### src/sv/bfk_pkg.sv
// bfk_pkg: shared types and constants for the bessel evaluator
// no dependencies
package bfk_pkg;
  localparam int ORDER_W = 4;
  localparam int X_W = 20;
  localparam int VALUE_W = 32;
  localparam logic [X_W-1:0] X_MAX = 20'd786431;
  localparam logic signed [63:0] EPS_Q40 = 64'sd10995;
  localparam logic signed [63:0] ONE_Q40 = 64'sd1 <<< 40;
  localparam logic signed [63:0] REC_BOUND = 64'sd1 <<< 56;

  typedef enum logic [3:0] {
    OP_NONE = 4'b0001,
    OP_SERIES = 4'b0010,
    OP_REC = 4'b0100,
    OP_FINAL = 4'b1000
  } op_t;

  typedef struct packed {
    logic load;
    logic ser_start;
    logic ser_odd;
    logic rec_start;
    logic [4:0] rec_m;
    logic fin;
  } cmd_t;

  typedef struct packed {
    logic busy;
    logic done;
  } stat_t;
endpackage

### src/sv/bfk_ctrl.sv
// bfk_ctrl: sequencer for series, recurrence and output handshake
// depends on bfk_pkg
module bfk_ctrl #(
  parameter int MAX_ORDER = 15
) (
  input logic clk,
  input logic rst,
  input logic in_valid,
  output logic in_ready,
  input logic [3:0] order,
  input logic [19:0] x,
  input bfk_pkg::stat_t stat,
  output bfk_pkg::cmd_t cmd,
  output logic [19:0] x_out,
  output logic sat_out,
  output logic out_valid,
  input logic out_ready
);
  import bfk_pkg::*;
  typedef enum logic [5:0] {
    S_IDLE = 6'b000001, S_S0 = 6'b000010, S_W0 = 6'b000100,
    S_S1 = 6'b001000, S_W1 = 6'b010000, S_OUT = 6'b100000
  } state_t;
  state_t st;
  logic [3:0] n, n_cl;
  logic [19:0] x_cl;
  logic sat_cl;
  logic [4:0] m;
  assign in_ready = (st == S_IDLE) && !out_valid;
  assign n_cl = (int'(order) > MAX_ORDER) ? 4'(MAX_ORDER) : order;
  assign x_cl = (x > X_MAX) ? X_MAX : x;
  assign sat_cl = (int'(order) > MAX_ORDER) || (x > X_MAX);

  always_ff @(posedge clk) begin
    cmd <= '0;
    if (rst) begin
      st <= S_IDLE;
      out_valid <= 1'b0;
    end else begin
      if (out_valid && out_ready) out_valid <= 1'b0;
      case (st)
        S_IDLE: if (in_valid && in_ready) begin
          cmd.load <= 1'b1;
          n <= n_cl;
          x_out <= x_cl;
          sat_out <= sat_cl;
          st <= S_S0;
        end
        S_S0: begin
          if (n >= 4'd2 && x_out == '0) begin
            cmd.fin <= 1'b1;
            st <= S_OUT;
          end else begin
            cmd.ser_start <= 1'b1;
            cmd.ser_odd <= (n == 4'd1);
            st <= S_W0;
          end
        end
        S_W0: if (stat.done) begin
          if (n <= 4'd1) begin
            cmd.fin <= 1'b1; st <= S_OUT;
          end else begin
            st <= S_S1;
          end
        end
        S_S1: begin
          cmd.ser_start <= 1'b1; cmd.ser_odd <= 1'b1; st <= S_W1; m <= 5'd2;
        end
        S_W1: if (stat.done) begin
          if (m > {1'b0, n}) begin
            cmd.fin <= 1'b1; st <= S_OUT;
          end else begin
            cmd.rec_start <= 1'b1; cmd.rec_m <= m; m <= m + 5'd1;
            st <= S_W1;
          end
        end
        S_OUT: if (stat.done) begin
          out_valid <= 1'b1; st <= S_IDLE;
        end
        default: st <= S_IDLE;
      endcase
    end
  end
endmodule

### config.mk
export PLATFORM = sky130hd
export DESIGN_NAME = bfk_ctrl
export DESIGN_NICKNAME = d
export VERILOG_FILES = /design/src/sv/bfk_pkg.sv /design/src/sv/bfk_ctrl.sv
export SDC_FILE = /design/constraint.sdc
export NUM_CORES = 1
export LEC_CHECK = 0
export ABC_AREA = 1
export BUFFER_PORTS_ARGS = -buffer_cell sky130_fd_sc_hd__clkbuf_2
export CELL_PAD_IN_SITES_DETAIL_PLACEMENT = 2
export CELL_PAD_IN_SITES_GLOBAL_PLACEMENT = 2
export CORE_MARGIN = 2
export CORE_UTILIZATION = 30
export DETAILED_ROUTE_END_ITERATION = 16
export PLACE_DENSITY_LB_ADDON = 0.05
export SKIP_LAST_GASP = 1
export SYNTH_ARGS = -nofsm -noshare
export SYNTH_HDL_FRONTEND = slang
export SYNTH_SLANG_ARGS = --single-unit
export TNS_END_PERCENT = 10
### constraint.sdc
create_clock -name clk -period 5 [get_ports clk]
set_input_delay 1.25 -clock clk [delete_from_list [all_inputs] [get_ports clk]]
set_output_delay 1.25 -clock clk [all_outputs]
set_load 0.1 [all_outputs]
==> metrics.md, run 1 <==
| Metric | Value |
|---|---|
| Top cell type's share of synthesized area | 44.7% |
| Worst hold path cell count | 2 |
| Switching power | 0.260 mW |
| Antenna Violating Nets Remaining | 0 |
| Most instantiated flip-flop cell in the synthesis netlist | edfxtp_1 |
| Net Count, Synth | 239 |
| Classification of the worst-slack hold path | register to register |
| Post-synth EDFFs | 30 |
| Post-route clock skew | 0.00590 ns |
| Clk pwr share | 28.5% |
| Cell types occupying the most area after synthesis | edfxtp_1 (45%), dfxtp_1 (17%), nor2_1 (6.7%) |
| Count of max-cap constraint violations | 0 |
| Cell leakage power | 1.15 nW |
| Data required time at the worst endpoint | 3.75 ns |
| Total number of yosys warnings | 0 |
| Antenna violations before repair | 0 |
| Number of vias per cell | 4.56 |
| Layout cells sized above 1 | 36.2% |
| Worst path slowest cell | clkbuf_2 |
| Cell-by-cell listing of the critical path | nor2_2, nand2_1, nor2_1, inv_1, nor2_1, clkbuf_2 |
| Number of core rows | 29 |
| Worst hold margin | 0.583 ns |
| Io pins | 63 |
| Iter 0 DRT Violations | 49 |
| Detailed Route WL | 4840 microns |
| Worst Tran Pin Value | 0.561 ns |
| First-pass iteration count of the detailed router | 4 |
| Post-CTS sizing | 0 |
| Setup violators final | 0 |
| Leading cell type by number of instances after synthesis | nor2_1 |
| Total number of vias | 1586 |
| Result of the run | finished clean |
| Num CTS Buffers | 5 |
| Post-DP HPWL | 3850 microns |
| Reg-to-reg critical path startpoint | m[2]$_SDFFCE_PP0P_ |
| Floorplan die area | 7390 sq um |
| Die extent in x | 85.9 microns |
| Setup repair after global routing missed its margin | no |
| Worst hold endpoint | out_valid$_SDFF_PP0_ |
| Final period utilization | 59.7% |
| Sequential cell area | 1240 sq um |
| Layout net count | 305 |
| Cell-internal power | 0.558 mW |
| TritonCTS clock tree | yes |
| Setup TNS | 0 ns |
| Die Height | 85.9 microns |
| Post-synth top area cell | edfxtp_1 |
| Post-synthesis instance area | 2010 sq um |
| Async S/R FF share, synth | 0% |
| Critical Path End Type | primary output |
| Max incr delay on CP | 0.47 ns |
| Worst Path Max Fanout | 5 |
| Cell count of the worst reg-to-reg path | 9 |
| Post-CTS repair timing setup buffer count | 0 |
| Most used cell, CP | nor2_1 |
| Final weighted congestion of routability-driven global placement | 0.716 |
| Final number of hold-violating endpoints | 0 |
| Critical path's top delay family | buffers and inverters |
| Clock Sinks | 47 |
| Fin util | 39.0% |
| Multi-input combinational cell area | 677 sq um |
| Vias in the first global route | 1707 |
| Synth cell count leaders | nor2_1 (36), nand2_1 (31), edfxtp_1 (30) |
| Quantity of I/O buffers inserted on ports | 61 |
| Number of slew-limit violations in the final report | 0 |
| Critical path type | register to primary output |
| Number of buffers added to fix hold violations after cts | 0 |
| Number of fillers in the final layout | 743 |
| Average routed wire per standard cell | 13.9 microns |
| Highest clock frequency the design can meet | 335 MHz |
| Congestion Overflow GR | 0 |
| Master cell of the clock root buffer | clkbuf_8 |
| Power per cell area | 326 nW/um^2 |
| First-pass GRT wire length | 8000 microns |
| Clock period minus worst slack | 2.99 ns |
| Worst endpoint data arrival time | 1.74 ns |
| Sequential cell fraction of total power | 53.2% |
| Worst slew margin relative to its limit | 62.8% |
| Register-to-Register Setup Slack | 3.11 ns |
| Unique cell type count in the Yosys netlist | 25 |
| Number of buffer and inverter stages on the critical path | 2 |
| Pin count of the biggest net entering global routing | 26 |
| Buffer depth of the longest clock path | 2 |
| Insertion delay to the later sink of the worst-skew pair | 0.31 ns |
| Starting density of the core | 31.4% |
| Drt drc | 0 |
| End of the worst register-to-register path | m[1]$_SDFFCE_PP1P_ |
| Synth Area per Inst | 9.87 sq um |
| Hold wc startpoint | out_valid$_SDFF_PP0_ |
| Largest vdd supply drop | 0.157 mV |
| Post-synthesis to final-layout area growth | 24.4% |
| Number of synthesized register bits | 47 |
| Sw Share | 31.8% |
| Total Routing Usage GR | 14.0% |
| Core Area | 6420 sq um |
| Share of the yosys chip area belonging to registers | 61.6% |
| Number of inserted diodes | 0 |
| CTS H-tree lvls | 2 |
| Combinational group share of total power | 18.2% |
| Nature of the critical path startpoint | register |
| Clock transition at the registers of the reported paths | 0.09 ns |
| Gate count after technology mapping | 204 |
[per-layer routing]
| layer | up-vias | track usage, % | wire [microns] |
|---|---|---|---|
| met1 | 744 | 16.3 | 2130 |
| li1 | 792 | - | - |
| met4 | 0 | 4.33 | 57 |
| met3 | 6 | 5.10 | 339 |
| met5 | - | 0 | 0 |
| met2 | 44 | 23.9 | 2310 |
[power by group through the flow]
stage | registers, mW | clock network, mW | logic (mW)
after floorplan | 0.514 | 0 | 0.0482
after global placement | 0.444 | 0 | 0.148
after detailed placement | 0.445 | 0 | 0.151
after CTS | 0.436 | 0.243 | 0.151
after global routing | 0.438 | 0.252 | 0.159
final | 0.436 | 0.233 | 0.149
[stage by stage]
stage	setup slack, ns	cell area (sq um)	total power, mW	std cells
final	2.01	2510	0.818	348
after global routing	1.89	2510	0.848	348
after CTS	1.98	2510	0.830	348
after detailed placement	2.34	2420	0.596	340
after global placement	2.39	2420	0.592	340
after floorplan	0.664	2010	0.563	204
[worst reg2reg max path, cell delays in order, from the launching register on]
cell      delay, ns
edfxtp_1       0.49
ha_1           0.33
nand2_1        0.07
nor2_1         0.04
nor2_1         0.10
nand2_1        0.06
nand2_1        0.10
nand2_1        0.08
nand2_1        0.08
and3_2         0.26
[registers in the layout, summed over array words and instances, names as in the netlist]
name       count
cmd           10
m              5
n              4
out_valid      1
sat_out        1
st             6
x_out         20
[cell families after synthesis]
logic type | synth area share, %
compound gates | 2.48
other cells | 0.186
flops | 61.6
fa+ha+maj | 3.11
buf+inv | 5.09
xor+xnor | 0.435
simple gates | 27.1
[final cells by class]
type,count,share of cell area (%)
clock inverters,3,0.799
inverters,24,3.59
well taps,77,3.84
clock buffers,5,2.75
flip-flops and latches,47,49.5
multi-input cells,130,27.0
repair buffers,62,12.5
[cells in the final DEF (no fill, tap or decap), drive strengths merged]
master	n
clkinv	2
or2	19
nand3b	2
nor4	3
dfxtp	17
nor3	1
nor3b	1
and3	1
nand2	32
conb	1
edfxtp	30
clkbuf	66
ha	5
xor2	1
a21oi	7
nor2	40
nand3	9
nand4	4
buf	1
o21ai	3
and2	1
clkinvlp	1
inv	24
[how the worst max path moves through the flow]
stage | from | to | depth (start not counted)
floorplan | rst | n[0]$_DFFE_PP_ | 2
global placement | st[5]$_SDFFE_PP0P_ | in_ready | 6
detailed placement | st[5]$_SDFFE_PP0P_ | in_ready | 6
CTS | st[5]$_SDFFE_PP0P_ | in_ready | 6
global route | st[5]$_SDFFE_PP0P_ | in_ready | 6
finish | st[5]$_SDFFE_PP0P_ | in_ready | 6
Power figures use the tool's default switching activity.
==> run 2, diff against run 1 <==
Clock period 5 ns to 3 ns, I/O delays scaled along.
==> metrics.md, run 2 (synthesis gave the netlist of run 1 again) <==
| Metric | Value |
|---|---|
| First-pass iteration count of the detailed router | 4 (unchanged) |
| Instance count after placement with tap cells included | 340 (unchanged) |
| End of the worst register-to-register path | m[4]$_SDFFCE_PP0P_ (was m[1]$_SDFFCE_PP1P_) |
| Post-DP HPWL | 3700 microns (was 3850 microns) |
| Io pins | 63 (unchanged) |
| TritonCTS clock tree | yes (unchanged) |
| Total number of vias | 1570 (was 1586) |
| Layout cells sized above 1 | 36.2% (unchanged) |
| Routed metal-1 wire length | 2130 microns (about the same) |
| Largest register FFs | 20 (unchanged) |
| Result of the run | finished clean (unchanged) |
| Clock Sinks | 47 (unchanged) |
| Number of slew-limit violations in the final report | 0 (unchanged) |
| Number of inserted diodes | 0 (unchanged) |
| Cell count of the worst reg-to-reg path | 9 (unchanged) |
| Crit path to | in_ready (unchanged) |
| Worst path slowest cell | clkbuf_2 (unchanged) |
| Insertion delay to the later sink of the worst-skew pair | 0.30 ns (was 0.31 ns) |
| Most common library cell in the layout ignoring fill and taps | clkbuf_2 (unchanged) |
| Max incr delay on CP | 0.46 ns (was 0.47 ns) |
| First-pass GRT wire length | 7960 microns (was 8000 microns) |
| Critical path type | register to primary output (unchanged) |
| Quantity of I/O buffers inserted on ports | 61 (unchanged) |
| Post-route cell area | 2540 sq um (was 2510 sq um) |
| Die extent in x | 85.9 microns (unchanged) |
| Total Routing Usage GR | 13.5% (was 14.0%) |
| Instance area at placement | 2430 sq um (was 2420 sq um) |
| Drt drc | 0 (unchanged) |
| Count of max-cap constraint violations | 0 (unchanged) |
| Layout net count | 305 (unchanged) |
| Die Height | 85.9 microns (unchanged) |
| Most used cell, CP | nor2_1 (unchanged) |
| Largest registers in the final layout | x_out: 20 flops, cmd: 10 flops, st: 6 flops (unchanged) |
| Floorplan die area | 7390 sq um (unchanged) |
| Cell leakage power | 1.17 nW (was 1.15 nW) |
| Final weighted congestion of routability-driven global placement | 0.708 (was 0.716) |
| Number of core rows | 29 (unchanged) |
| Reg-to-reg critical path startpoint | m[2]$_SDFFCE_PP0P_ (unchanged) |
| Classification of the worst-slack hold path | register to register (unchanged) |
| Worst hold path cell count | 4 (was 2) |
| Pin count of the biggest net entering global routing | 26 (unchanged) |
| Worst slew margin relative to its limit | 63.0% (was 62.8%) |
| Antenna violations before repair | 0 (unchanged) |
| Non-filler instance count after layout | 348 (unchanged) |
| Worst Path Max Fanout | 5 (unchanged) |
| Final period utilization | 82.6% |
| CTS H-tree lvls | 2 (unchanged) |
| Iter 0 DRT Violations | 30 (was 49) |
| Vias in the first global route | 1718 (was 1707) |
| Detailed Route WL | 4700 microns (was 4840 microns) |
| Met2 routed wirelength | 2230 microns (was 2310 microns) |
| Setup repair after global routing missed its margin | no (unchanged) |
| Worst setup path startpoint | st[5]$_SDFFE_PP0P_ (unchanged) |
| Num CTS Buffers | 5 (unchanged) |
| Register-to-Register Setup Slack | 1.08 ns (was 3.11 ns) |
| Post-synthesis to final-layout area growth | 26.0% (was 24.4%) |
| Setup TNS | 0 ns (unchanged) |
| Largest register by flop count | x_out (unchanged) |
| Worst endpoint data arrival time | 1.73 ns (was 1.74 ns) |
| Average routed wire per standard cell | 13.5 microns (was 13.9 microns) |
| Data required time at the worst endpoint | 2.25 ns (was 3.75 ns) |
| Cell-by-cell listing of the critical path | nor2_2, nand2_1, nor2_1, inv_1, nor2_1, clkbuf_2 (unchanged) |
| Post-CTS repair timing setup buffer count | 0 (unchanged) |
| Highest clock frequency the design can meet | 404 MHz |
| Highest metal layer with signal wires | met4 (unchanged) |
| Congestion Overflow GR | 0 (unchanged) |
| Post-route clock skew | 0.0105 ns (was 0.00590 ns) |
| Number of vias per cell | 4.51 (was 4.56) |
| Largest vdd supply drop | 0.182 mV (was 0.157 mV) |
| Final number of hold-violating endpoints | 0 (unchanged) |
| Power per cell area | 570 nW/um^2 (was 326 nW/um^2) |
| Nature of the critical path startpoint | register (unchanged) |
| Buffer depth of the longest clock path | 2 (unchanged) |
| Worst Tran Pin Value | 0.558 ns (was 0.561 ns) |
| Most frequent cells in the layout | clkbuf_2 (61), nor2_1 (36), nand2_1 (31), edfxtp_1 (30), inv_1 (23) (unchanged) |
| Critical Path End Type | primary output (unchanged) |
| Number of buffers added to fix hold violations after cts | 0 (unchanged) |
| Routed length on met3 | 289 microns (was 339 microns) |
| Master cell of the clock root buffer | clkbuf_8 (unchanged) |
| Setup violators final | 0 (unchanged) |
| Clock transition at the registers of the reported paths | 0.09 ns (about the same) |
| Post-CTS sizing | 0 (unchanged) |
| Core Area | 6420 sq um (unchanged) |
| Starting density of the core | 31.4% (unchanged) |
| Clock period minus worst slack | 2.48 ns |
| Total Power Consumption | 1.45 mW (was 0.818 mW) |
| Antenna Violating Nets Remaining | 0 (unchanged) |
-- run 2: worst min path at each step --
stage                               startpoint                    to  slack (ns)
after floorplan             m[1]$_SDFFCE_PP1P_     cmd[2]$_SDFF_PP0_        0.52
after global placement    out_valid$_SDFF_PP0_  out_valid$_SDFF_PP0_        0.58
after detailed placement    st[2]$_SDFFE_PP0P_    st[3]$_SDFFE_PP0P_        0.60
after CTS                             order[1]        n[1]$_DFFE_PP_        0.61
after global routing                  order[1]        n[1]$_DFFE_PP_        0.60
final                       st[2]$_SDFFE_PP0P_    st[3]$_SDFFE_PP0P_        0.61
-- run 2: per-layer routing --
metal	vias up	track usage (%)
li1	788	-
met1	735	17.1
met2	43	22.3
met3	4	4.23
met4	0	3.46
met5	-	0
-- run 2: power by group --
part / internal, mW / leakage, nW / switching (mW)
Clock: 0.249 / 0.0562 / 0.223
Combinational: 0.0526 / 0.695 / 0.196
Sequential: 0.714 / 0.418 / 0.0115
-- run 2: worst max-delay path, delay by kind of cell, from the launching register on --
kind,cells,cell delay [ns]
buffers and inverters,2,0.60
flip-flops,1,0.34
AND/OR/NAND/NOR,4,0.50
-- run 2: final cells by class --
cell class | instances | area (sq um)
Fill cell | 725 | 3880
Timing Repair Buffer | 62 | 313
Clock buffer | 5 | 68.8
Tap cell | 77 | 96.3
Inverter | 24 | 90.1
Sequential cell | 47 | 1240
Multi-Input combinational cell | 130 | 686
Clock inverter | 3 | 42.5
-- run 2: per-stage QoR --
step	hold slack, ns	setup WS, ns	util (%)
final	0.612	0.523	39.5
after global routing	0.600	0.362	39.5
after CTS	0.607	0.488	39.5
after detailed placement	0.599	0.827	37.8
after global placement	0.577	0.865	37.8
after floorplan	0.520	0.140	-
==> run 3, diff against run 2 <==
Settings changed: CORE_UTILIZATION 30 to 27.
Clock period 3 ns to 2.1 ns, I/O delays scaled along.
==> metrics.md, run 3 (synthesis gave the netlist of run 1 again) <==
| Metric | Value |
|---|---|
| First-pass iteration count of the detailed router | 3 (was 4) |
| Setup repair after global routing missed its margin | no (unchanged) |
| Critical path type | register to primary output (unchanged) |
| Antenna violations before repair | 0 (unchanged) |
| Cell leakage power | 1.19 nW (was 1.17 nW) |
| Result of the run | finished clean (unchanged) |
| Critical Path End Type | primary output (unchanged) |
| Most used cell, CP | nor2_2 (was nor2_1) |
| Pin count of the biggest net entering global routing | 26 (unchanged) |
| Sequential cell area | 1240 sq um (about the same) |
| TritonCTS clock tree | yes (unchanged) |
| Drt drc | 0 (unchanged) |
| Number of buffers added to fix hold violations after cts | 0 (unchanged) |
| Floorplan die area | 8170 sq um (was 7390 sq um) |
| CTS H-tree lvls | 2 (unchanged) |
| Worst hold path cell count | 1 (was 4) |
| Post-CTS repair timing setup buffer count | 0 (unchanged) |
| Clock transition at the registers of the reported paths | 0.09 ns (about the same) |
| Die extent in x | 90.4 microns (was 85.9 microns) |
| Nature of the critical path startpoint | register (unchanged) |
| Power per cell area | 840 nW/um^2 (was 570 nW/um^2) |
| Number of buffer and inverter stages on the critical path | 2 (unchanged) |
| Number of core rows | 31 (was 29) |
| Dpl ws | 0.212 ns (was 0.827 ns) |
| Instance count after placement with tap cells included | 363 (was 340) |
| Buffer depth of the longest clock path | 2 (unchanged) |
| Worst endpoint data arrival time | 1.41 ns (was 1.73 ns) |
| Worst hold margin | 0.393 ns (was 0.612 ns) |
| Critical path's top delay family | simple AND/OR/NAND/NOR gates (was buffers and inverters) |
| Final period utilization | 92.1% |
| Starting density of the core | 27.8% (was 31.4%) |
| Layout net count | 306 (was 305) |
| Die Height | 90.4 microns (was 85.9 microns) |
| Worst path slowest cell | dfxtp_1 (was clkbuf_2) |
| Final weighted congestion of routability-driven global placement | 0.713 (was 0.708) |
| Worst Tran Pin Value | 0.557 ns (was 0.558 ns) |
| Multi-input combinational cell area | 696 sq um (was 686 sq um) |
| Setup violators final | 0 (unchanged) |
| Insertion delay to the later sink of the worst-skew pair | 0.30 ns (about the same) |
| Total Routing Usage GR | 13.2% (was 13.5%) |
| Post-DP HPWL | 3980 microns (was 3700 microns) |
| Number of slew-limit violations in the final report | 0 (unchanged) |
| Post-CTS sizing | 0 (unchanged) |
| Io pins | 63 (unchanged) |
| Max incr delay on CP | 0.35 ns (was 0.46 ns) |
| Core Area | 7250 sq um (was 6420 sq um) |
| Logic depth of the worst path, buffers included | 6 (unchanged) |
| Clock period minus worst slack | 1.93 ns |
| Data required time at the worst endpoint | 1.57 ns (was 2.25 ns) |
| First-pass GRT wire length | 8490 microns (was 7960 microns) |
| Post-synthesis to final-layout area growth | 30.7% (was 26.0%) |
| Cell-by-cell listing of the critical path | nor2_2, nand2_1, nor2_2, inv_2, nor2_4, buf_12 (was nor2_2, nand2_1, nor2_1, inv_1, nor2_1, clkbuf_2) |
| Number of vias per cell | 4.28 (was 4.51) |
| Most frequent cells in the layout | clkbuf_2 (60), nor2_1 (34), nand2_1 (31), edfxtp_1 (30), inv_1 (22) (was clkbuf_2 (61), nor2_1 (36), nand2_1 (31), edfxtp_1 (30), inv_1 (23)) |
| Total number of vias | 1588 (was 1570) |
| Highest clock frequency the design can meet | 517 MHz |
| Antenna Violating Nets Remaining | 0 (unchanged) |
| Cell count of the worst reg-to-reg path | 8 (was 9) |
| Vias in the first global route | 1719 (was 1718) |
| Classification of the worst-slack hold path | input port to register (was register to register) |
| Quantity of I/O buffers inserted on ports | 61 (unchanged) |
| Largest registers in the final layout | x_out: 20 flops, cmd: 10 flops, st: 6 flops (unchanged) |
| Congestion Overflow GR | 0 (unchanged) |
| Final worst-path setup slack | 0.165 ns (was 0.523 ns) |
| Most common library cell in the layout ignoring fill and taps | clkbuf_2 (unchanged) |
| Non-filler instance count after layout | 371 (was 348) |
| Worst Path Max Fanout | 5 (unchanged) |
| Iter 0 DRT Violations | 43 (was 30) |
| Fin util | 36.3% (was 39.5%) |
| Post-route clock skew | 0.00702 ns (was 0.0105 ns) |
| Layout cells sized above 1 | 37.9% (was 36.2%) |
| Clock Sinks | 47 (unchanged) |
| Largest register FFs | 20 (unchanged) |
| Largest register by flop count | x_out (unchanged) |
| Largest vdd supply drop | 0.269 mV (was 0.182 mV) |
| Worst slew margin relative to its limit | 63.0% (about the same) |
| Average routed wire per standard cell | 13.5 microns (about the same) |
| Number of inserted diodes | 0 (unchanged) |
| Count of max-cap constraint violations | 0 (unchanged) |
| Number of fillers in the final layout | 835 (was 725) |
| Setup TNS | 0 ns (unchanged) |
| Final number of hold-violating endpoints | 0 (unchanged) |
| Num CTS Buffers | 5 (unchanged) |
| Master cell of the clock root buffer | clkbuf_8 (unchanged) |
| Detailed Route WL | 5000 microns (was 4700 microns) |
-- run 3: metal layers --
| layer | wire (microns) | global-route usage, % |
|---|---|---|
| met4 | 67 | 3.85 |
| met2 | 2360 | 21.9 |
| met5 | 0 | 0 |
| met1 | 2290 | 15.9 |
| met3 | 289 | 5.01 |
-- run 3: power by group --
part           leakage, nW  switching, mW  total (mW)  internal [mW]
Clock               0.0654          0.317       0.793          0.476
Sequential           0.419         0.0164        1.04           1.02
Combinational        0.710          0.287       0.381         0.0939
-- run 3: metrics by stage --
| step | instance area [sq um] | power [mW] |
|---|---|---|
| after global placement | 2500 | 1.44 |
| final | 2630 | 2.21 |
| after detailed placement | 2500 | 1.44 |
| after global routing | 2630 | 2.31 |
| after floorplan | 2040 | 1.35 |
| after CTS | 2630 | 2.24 |
-- run 3: layout make-up --
type	instances	area share (%)
sequential	47	47.2
multi-input combinational	130	26.4
timing repair buffer	63	13.2
tap	99	4.71
inverter	24	3.42
clock buffer	6	2.76
clock inverter	2	2.28
-- run 3: worst paths after layout --
check,slack (ns),endpoint,start
min reg2reg,0.55,out_valid$_SDFF_PP0_,out_valid$_SDFF_PP0_
max,0.17,in_ready,st[5]$_SDFFE_PP0P_
min,0.39,n[1]$_DFFE_PP_,order[1]
max reg2reg,0.23,m[3]$_SDFFCE_PP0P_,m[3]$_SDFFCE_PP0P_
